`config.mk`:
```
export PLATFORM = sky130hd
export DESIGN_NAME = gcd_distinct_prime_factor_count_unit
export DESIGN_NICKNAME = d
export VERILOG_FILES = /design/src/gdpf_pkg.sv /design/src/gcd_distinct_prime_factor_count_unit.sv /design/src/gdpf_datapath.sv /design/src/gdpf_controller.sv
export SDC_FILE = /design/constraint.sdc
export NUM_CORES = 1
export LEC_CHECK = 0
export ABC_CLOCK_PERIOD_IN_PS = 5240
export BUFFER_PORTS_ARGS = -buffer_cell sky130_fd_sc_hd__buf_2
export CAP_MARGIN = 5
export CORE_MARGIN = 2
export CORE_UTILIZATION = 56
export CTS_CLUSTER_DIAMETER = 30
export DETAILED_ROUTE_END_ITERATION = 10
export PLACE_DENSITY = 0.85
export SETUP_SLACK_MARGIN = 0.05
export SLEW_MARGIN = 20
export SYNTH_ARGS = -nofsm -noshare
export SYNTH_HDL_FRONTEND = slang
export SYNTH_SLANG_ARGS = --single-unit
```
`constraint.sdc`:
```
create_clock -name i_clk -period 5.24 [get_ports i_clk]
set_input_delay 0.524 -clock i_clk [delete_from_list [all_inputs] [get_ports i_clk]]
set_output_delay 0.524 -clock i_clk [all_outputs]
set_load 0.05 [all_outputs]
```
`src/gdpf_pkg.sv`:
```
// Shared types and constants for the gcd distinct prime factor count unit.
`timescale 1ns / 1ps
package gdpf_pkg;

    localparam int OPERAND_WIDTH_DEF = 40;
    localparam int COUNT_WIDTH       = 4;

    typedef logic [COUNT_WIDTH-1:0] t_count;

    typedef enum logic [2:0] {
        S_IDLE,
        S_GCD_CHECK,
        S_GCD_DIV,
        S_GCD_UPD,
        S_FAC_START,
        S_FAC_DIV,
        S_FAC_UPD,
        S_FINISH
    } t_state;

    // Divider operand select.
    typedef enum logic {
        DIV_GCD,
        DIV_FAC
    } t_div_sel;

    typedef struct packed {
        logic     load;        // capture operands of a new transaction
        logic     div_start;   // load the divider
        t_div_sel div_sel;     // which operand pair feeds the divider
        logic     div_step;    // one restoring division step
        logic     gcd_update;  // p <= q, q <= p mod q
        logic     fac_init;    // rest <= gcd, candidate <= 2, count <= 1
        logic     fac_update;  // divide out the candidate or move to the next one
        logic     out_load;    // write the result register
    } t_cmd;

    typedef struct packed {
        logic q_zero;          // second Euclid operand is zero
        logic div_last;        // divider is on its final step
        logic found;           // current candidate already counted
        logic bound_exceeded;  // candidate > rest / candidate
        logic out_free;        // result register can take a new value
    } t_status;

endpackage

```
`src/gcd_distinct_prime_factor_count_unit.sv`:
```
// Top level of the gcd distinct prime factor count unit.
`timescale 1ns / 1ps
// Usage:
// An input transaction (i_valid/o_ready) carries two unsigned operands. The unit
// forms their greatest common divisor by Euclid's algorithm and then counts the
// distinct primes dividing it by trial division with candidates 2, 3, 4, ...
// up to the square root of the remaining value. The output transaction
// (o_valid/i_ready) carries one plus that count, saturated at 15.
// Every modulo goes through one shared restoring divider that produces one
// quotient bit per cycle. Euclid's algorithm takes up to about 1.5 * OPERAND_WIDTH
// steps, and trial division tries up to about 2^(OPERAND_WIDTH/2) candidates.
// One transaction is worked on at a time; o_ready is high only while idle.
// The result sits in an output register, so a new transaction may be taken
// while the previous result waits; if the receiver still stalls when the next
// result is ready, the unit holds in its final state until the register frees.
// Reset (synchronous, active low) returns the controller to idle and drops o_valid.
module gcd_distinct_prime_factor_count_unit #(
    parameter int OPERAND_WIDTH = gdpf_pkg::OPERAND_WIDTH_DEF
) (
    input  logic                     i_clk,
    input  logic                     i_rst_n,
    input  logic                     i_valid,
    output logic                     o_ready,
    input  logic [OPERAND_WIDTH-1:0] i_first_value,
    input  logic [OPERAND_WIDTH-1:0] i_second_value,
    output logic                     o_valid,
    input  logic                     i_ready,
    output gdpf_pkg::t_count         o_coprime_divisor_count
);
    import gdpf_pkg::*;

    t_cmd    cmd;
    t_status status;

    gdpf_controller u_controller (
        .i_clk    (i_clk),
        .i_rst_n  (i_rst_n),
        .i_valid  (i_valid),
        .o_ready  (o_ready),
        .i_status (status),
        .o_cmd    (cmd)
    );

    gdpf_datapath #(
        .OPERAND_WIDTH (OPERAND_WIDTH)
    ) u_datapath (
        .i_clk                   (i_clk),
        .i_rst_n                 (i_rst_n),
        .i_cmd                   (cmd),
        .o_status                (status),
        .i_first_value           (i_first_value),
        .i_second_value          (i_second_value),
        .o_valid                 (o_valid),
        .i_ready                 (i_ready),
        .o_coprime_divisor_count (o_coprime_divisor_count)
    );

endmodule

```
`src/gdpf_datapath.sv`:
```
// Datapath: Euclid and trial-division registers around a shared bit-serial divider.
`timescale 1ns / 1ps
module gdpf_datapath #(
    parameter int OPERAND_WIDTH = gdpf_pkg::OPERAND_WIDTH_DEF
) (
    input  logic                      i_clk,
    input  logic                      i_rst_n,
    input  gdpf_pkg::t_cmd            i_cmd,
    output gdpf_pkg::t_status         o_status,
    input  logic [OPERAND_WIDTH-1:0]  i_first_value,
    input  logic [OPERAND_WIDTH-1:0]  i_second_value,
    output logic                      o_valid,
    input  logic                      i_ready,
    output gdpf_pkg::t_count          o_coprime_divisor_count
);
    import gdpf_pkg::*;

    localparam int W     = OPERAND_WIDTH;
    localparam int CNT_W = $clog2(W);

    logic [W-1:0]     r_p, r_q, r_rest, r_cand;
    logic [W-1:0]     r_den, r_quo;
    logic [W-1:0]     r_rem;
    logic [CNT_W-1:0] r_cnt;
    t_count           r_count;
    logic             r_found;
    logic             r_out_valid;
    t_count           r_out_count;

    logic [W:0]   rem_sh, diff;
    logic         rem_zero;
    logic         rest_gt_one;
    t_count       count_inc;
    t_count       final_count;

    assign rem_sh      = {r_rem, r_quo[W-1]};
    assign diff        = rem_sh - {1'b0, r_den};
    assign rem_zero    = (r_rem == '0);
    assign rest_gt_one = (r_rest > W'(1));
    assign count_inc   = (r_count == '1) ? r_count : r_count + t_count'(1);
    assign final_count = (rest_gt_one && r_count != '1) ? r_count + t_count'(1) : r_count;

    always_comb begin
        o_status.q_zero         = (r_q == '0);
        o_status.div_last       = (r_cnt == CNT_W'(W - 1));
        o_status.found          = r_found;
        o_status.bound_exceeded = (r_cand > r_quo);
        o_status.out_free       = !r_out_valid || i_ready;
    end

    // Shared restoring divider: quotient bits shift into r_quo, one per cycle.
    // The partial remainder stays below the divisor, so it always fits in W bits.
    always_ff @(posedge i_clk) begin
        if (i_cmd.div_start) begin
            r_rem <= '0;
            r_cnt <= '0;
            if (i_cmd.div_sel == DIV_GCD) begin
                r_quo <= r_p;
                r_den <= r_q;
            end else begin
                r_quo <= r_rest;
                r_den <= r_cand;
            end
        end else if (i_cmd.div_step) begin
            r_cnt <= r_cnt + CNT_W'(1);
            if (!diff[W]) begin
                r_rem <= diff[W-1:0];
                r_quo <= {r_quo[W-2:0], 1'b1};
            end else begin
                r_rem <= rem_sh[W-1:0];
                r_quo <= {r_quo[W-2:0], 1'b0};
            end
        end
    end

    always_ff @(posedge i_clk) begin
        if (i_cmd.load) begin
            r_p <= i_first_value;
            r_q <= i_second_value;
        end else if (i_cmd.gcd_update) begin
            r_p <= r_q;
            r_q <= r_rem;
        end
    end

    always_ff @(posedge i_clk) begin
        if (i_cmd.fac_init) begin
            r_rest  <= r_p;
            r_cand  <= W'(2);
            r_count <= t_count'(1);
            r_found <= 1'b0;
        end else if (i_cmd.fac_update) begin
            if (rem_zero) begin
                r_rest  <= r_quo;
                r_found <= 1'b1;
                if (!r_found) begin
                    r_count <= count_inc;
                end
            end else begin
                r_found <= 1'b0;
                r_cand  <= r_cand + W'(1);
            end
        end
    end

    always_ff @(posedge i_clk) begin
        if (!i_rst_n) begin
            r_out_valid <= 1'b0;
        end else if (i_cmd.out_load) begin
            r_out_valid <= 1'b1;
        end else if (i_ready) begin
            r_out_valid <= 1'b0;
        end
    end

    always_ff @(posedge i_clk) begin
        if (i_cmd.out_load) begin
            r_out_count <= final_count;
        end
    end

    assign o_valid                 = r_out_valid;
    assign o_coprime_divisor_count = r_out_count;

endmodule

```
`src/gdpf_controller.sv`:
```
// Controller: sequences the Euclid loop, the trial-division loop and the result write.
`timescale 1ns / 1ps
module gdpf_controller (
    input  logic              i_clk,
    input  logic              i_rst_n,
    input  logic              i_valid,
    output logic              o_ready,
    input  gdpf_pkg::t_status i_status,
    output gdpf_pkg::t_cmd    o_cmd
);
    import gdpf_pkg::*;

    t_state r_state, n_state;

    always_ff @(posedge i_clk) begin
        if (!i_rst_n) begin
            r_state <= S_IDLE;
        end else begin
            r_state <= n_state;
        end
    end

    always_comb begin
        n_state = r_state;
        unique case (r_state)
            S_IDLE: begin
                if (i_valid) n_state = S_GCD_CHECK;
            end
            S_GCD_CHECK: begin
                n_state = i_status.q_zero ? S_FAC_START : S_GCD_DIV;
            end
            S_GCD_DIV: begin
                if (i_status.div_last) n_state = S_GCD_UPD;
            end
            S_GCD_UPD:   n_state = S_GCD_CHECK;
            S_FAC_START: n_state = S_FAC_DIV;
            S_FAC_DIV: begin
                if (i_status.div_last) n_state = S_FAC_UPD;
            end
            S_FAC_UPD: begin
                // The bound applies only when moving on to a fresh candidate.
                if (!i_status.found && i_status.bound_exceeded) begin
                    n_state = S_FINISH;
                end else begin
                    n_state = S_FAC_START;
                end
            end
            S_FINISH: begin
                if (i_status.out_free) n_state = S_IDLE;
            end
            default: n_state = S_IDLE;
        endcase
    end

    always_comb begin
        o_cmd   = '0;
        o_ready = 1'b0;
        unique case (r_state)
            S_IDLE: begin
                o_ready    = 1'b1;
                o_cmd.load = i_valid;
            end
            S_GCD_CHECK: begin
                if (i_status.q_zero) begin
                    o_cmd.fac_init = 1'b1;
                end else begin
                    o_cmd.div_start = 1'b1;
                    o_cmd.div_sel   = DIV_GCD;
                end
            end
            S_GCD_DIV:   o_cmd.div_step = 1'b1;
            S_GCD_UPD:   o_cmd.gcd_update = 1'b1;
            S_FAC_START: begin
                o_cmd.div_start = 1'b1;
                o_cmd.div_sel   = DIV_FAC;
            end
            S_FAC_DIV:   o_cmd.div_step = 1'b1;
            S_FAC_UPD: begin
                o_cmd.fac_update = i_status.found || !i_status.bound_exceeded;
            end
            S_FINISH:    o_cmd.out_load = i_status.out_free;
            default: begin
                o_cmd = '0;
            end
        endcase
    end

endmodule
```
==> impl_metrics.toml <==
[min_path]
holdPathEnd = "u_datapath.r_q[5]$_DFFE_PP_"
hp-start = "i_second_value[5]"
hp-class = "in2reg"
hold_path_depth = 3

[logic_synthesis]
synth_ff_type = "edfxtp_1"
synthesis.nets = 1882
ys_seq_area_frac = 0.464
synthAdderAreaFrac = 0.0611
synthArstFlopShare = 0
synth_xor_area_frac = 0.0187
synth_compound_area_frac = 0.169
synth_cell_types = 79
avgSynthCellArea_um2 = 10.1
synth_warnings = 0
synth_top_family_by_area = "compound AO/OA/AOI/OAI gates"
ys_ff_latch = 299
syn_inst = 1714
synth-edff-count = 204
netlist_area_um2 = 17300
synthMuxAreaShare = 0.0895
synthSimpleGateAreaFrac = 0.148

[routing]
routed_wl_um = 49300
via_per_inst = 6.62
route.vias.total = 14600
drt_iter0_drc = 2243
wire_per_inst_um = 22.3
antenna_left = 0
first_pass_iters = 8
drc = 0

[setup_path]
reg2regPathDepth = 8
r2r_start = "u_datapath.r_q[1]$_DFFE_PP_"
cp_slowest_cell = "clkinv_2"
crit_required_ns = 5.20
arrival_ns = 4.36
cpPeakStageDelay_ns = 0.76
timing.rr.end = "u_datapath.r_quo[20]$_DFFE_PP_"
path_max_fanout = 45
start_kind = "flop"
path_cells = "nor4_1 -> nand4_1 -> nor3_1 -> nor4_2 -> buf_4 -> or2_2 -> nor2_2 -> clkinv_2"
worstSetupPathType = "reg2reg"
crit_path_end_kind = "flop"
reg2reg_slack_ns = 0.84

[sta]
setup_slack_ns = 0.843
setup_viol = 0
fin_crit_sh = 0.839
fmax_mhz = 227
rsz0062_at_grt = "no"
fin_crit_ns = 4.40
fin_skew_ns = 0.0278
slew_violations = 0
max-slew-margin-rel = 0.218
finalHoldViolCount = 0
finalSetupTns_ns = 0
tightest_slew_ns = 1.17

[clock_tree]
root_buffer = "clkbuf_16"
ctsResizeCount = 0
clk_pin_slew_ns = 0.06
cts_tree = "done"
post_cts_buffers = 0
postCtsHoldBufs = 0
htree_levels = 2
cts.path.max_buffers = 3
clock-sinks = 299
clk_latency_ns = 0.54
numCtsBuffers = 43

[placed_design]
placed_cells = 2129
placed_area_um2 = 18100
pre_cts_ws_ns = 1.21
gp_congestion = 0.948
io_buffers = 89
place_hpwl_um = 33400

[layout]
fillCellCount = 2192
n_antenna_cell = 0
nNetsFinal = 1947
stdcell_count = 2209
area_growth_pct = 12.9
final_area_um2 = 19500
layout-drive-gt1-share = 0.183

[run]
cap_violations = 0

[grt]
grt_pass1_vias = 14200
antenna_found_initial = 1
overflow = 0
grtUsageTotal = 0.297
grt_start_max_net_pins = 114
grt_pass1_wl_um = 77500

[floorplanning]
core-area_um2 = 30500
dieHeight_um = 180
die_w_um = 180
pin_count = 90
start_util = 0.568
rows = 64
die_area_um2 = 32300

[power_and_ir_drop]
power_density_nw_per_um2 = 479
ir_worst_vdd_mv = 0.225
p_leak_nw = 7.61
fin_total_pwr_mw = 9.37

[run_status]
status = "complete, no violations"
## placed cells by master (no fill, tap or decap), types with 18 or more instances in the layout
master	count
nand2_1	230
edfxtp_1	204
o21ai_0	141
inv_1	131
dfxtp_1	95
buf_2	89
mux2_2	87
ha_1	83
a21oi_1	73
mux2i_1	57
nor2_1	48
clkbuf_16	45
nor4_1	44
a21o_1	40
nand3_1	34
nand4_1	29
nand2b_1	29
o221ai_2	29
xor2_1	20
nor3_1	18
and3_1	18
## worst max-delay path by stage
stage                                        endpoint  slack [ns]  depth (start not counted)                            from
floorplan              u_datapath.r_rest[0]$_DFFE_PP_        1.66                         13  u_datapath.r_quo[17]$_DFFE_PP_
global placement    u_datapath.r_rem[34]$_SDFFE_PP0P_        1.36                         12  u_datapath.r_quo[39]$_DFFE_PP_
detailed placement  u_datapath.r_rem[34]$_SDFFE_PP0P_        1.21                         12  u_datapath.r_quo[39]$_DFFE_PP_
CTS                 u_datapath.r_rem[34]$_SDFFE_PP0P_        1.17                         12  u_datapath.r_quo[39]$_DFFE_PP_
global route        u_datapath.r_rem[34]$_SDFFE_PP0P_        0.71                          9     u_datapath.r_q[1]$_DFFE_PP_
finish                 u_datapath.r_quo[20]$_DFFE_PP_        0.84                          8     u_datapath.r_q[1]$_DFFE_PP_
## sequential cells by signal, summed over array words and instances (netlist names)
signal / count
u_datapath.r_rest: 40
u_datapath.r_q: 40
u_datapath.o_valid: 1
u_datapath.r_cand: 40
u_datapath.r_count: 4
u_datapath.r_den: 40
u_datapath.o_coprime_divisor_count: 4
u_datapath.r_found: 1
u_datapath.r_rem: 40
u_datapath.r_cnt: 6
u_datapath.r_quo: 40
u_controller.r_state: 3
u_datapath.r_p: 40
## cell usage after synthesis, types with 7 or more instances
library cell,n,area [um2]
nand2_1,230,863
edfxtp_1,204,6130
o21ai_0,141,706
inv_1,132,495
dfxtp_1,95,1900
mux2_2,87,980
ha_1,83,1040
a21oi_1,75,375
clkbuf_1,64,240
mux2i_1,57,571
nor2_1,49,184
nor4_1,45,282
a21o_1,40,300
nand3_1,35,175
nand2b_1,30,188
nand4_1,29,181
o221ai_2,29,435
xor2_1,20,175
and3_1,19,119
nor3_1,19,95.1
xnor2_1,17,149
or4_1,16,120
o311ai_0,14,123
o41ai_1,14,123
o211ai_1,11,82.6
o31ai_1,11,82.6
or3_1,9,56.3
o21a_1,8,60.1
o21bai_1,8,60.1
buf_2,7,35.0
nor2b_1,7,43.8
## area by class of cell
cell class / instances / area [um2] / area share
Clock buffer: 48 / 1140 / 0.0582
Clock inverter: 31 / 320 / 0.0164
Inverter: 132 / 497 / 0.0254
Multi-Input combinational cell: 1199 / 8480 / 0.434
Sequential cell: 299 / 8030 / 0.411
Tap cell: 396 / 495 / 0.0254
Timing Repair Buffer: 104 / 582 / 0.0298
## layer usage
metal,track usage,up-vias,part of all wire
met4,0.159,2,0.057
li1,-,6512,-
met5,0,-,0.00026
met2,0.472,954,0.46
met3,0.0427,205,0.090
met1,0.397,6949,0.39
## cell families after synthesis
| group | after synthesis |
|---|---|
| AND/OR/NAND/NOR | 519 |
| AO/OA/AOI/OAI | 415 |
| buffers and inverters | 216 |
| multiplexers | 144 |
| adder cells (fa/ha/maj) | 84 |
| flip-flops | 299 |
| XOR/XNOR | 37 |
## where the power goes
part / total, mW / leakage (nW) / internal [mW] / switching [mW]
clock: 2.91 / 0.717 / 1.76 / 1.15
sequential: 3.51 / 2.70 / 3.13 / 0.375
combinational: 2.95 / 4.19 / 1.07 / 1.88
## worst max-delay path, delay by kind of cell (launching register included)
kind / cells / cell delay [ns]
buffers and inverters: 2 / 1.12
AND/OR/NAND/NOR: 6 / 2.19
flip-flops: 1 / 0.44
## per-stage QoR
step | util | hold slack (ns)
final | 0.641 | 0.273
after global routing | 0.641 | 0.287
after CTS | 0.640 | 0.267
after detailed placement | 0.592 | 0.477
after global placement | 0.592 | 0.458
after floorplan | - | 0.449
(Power assumes the default switching activity.)
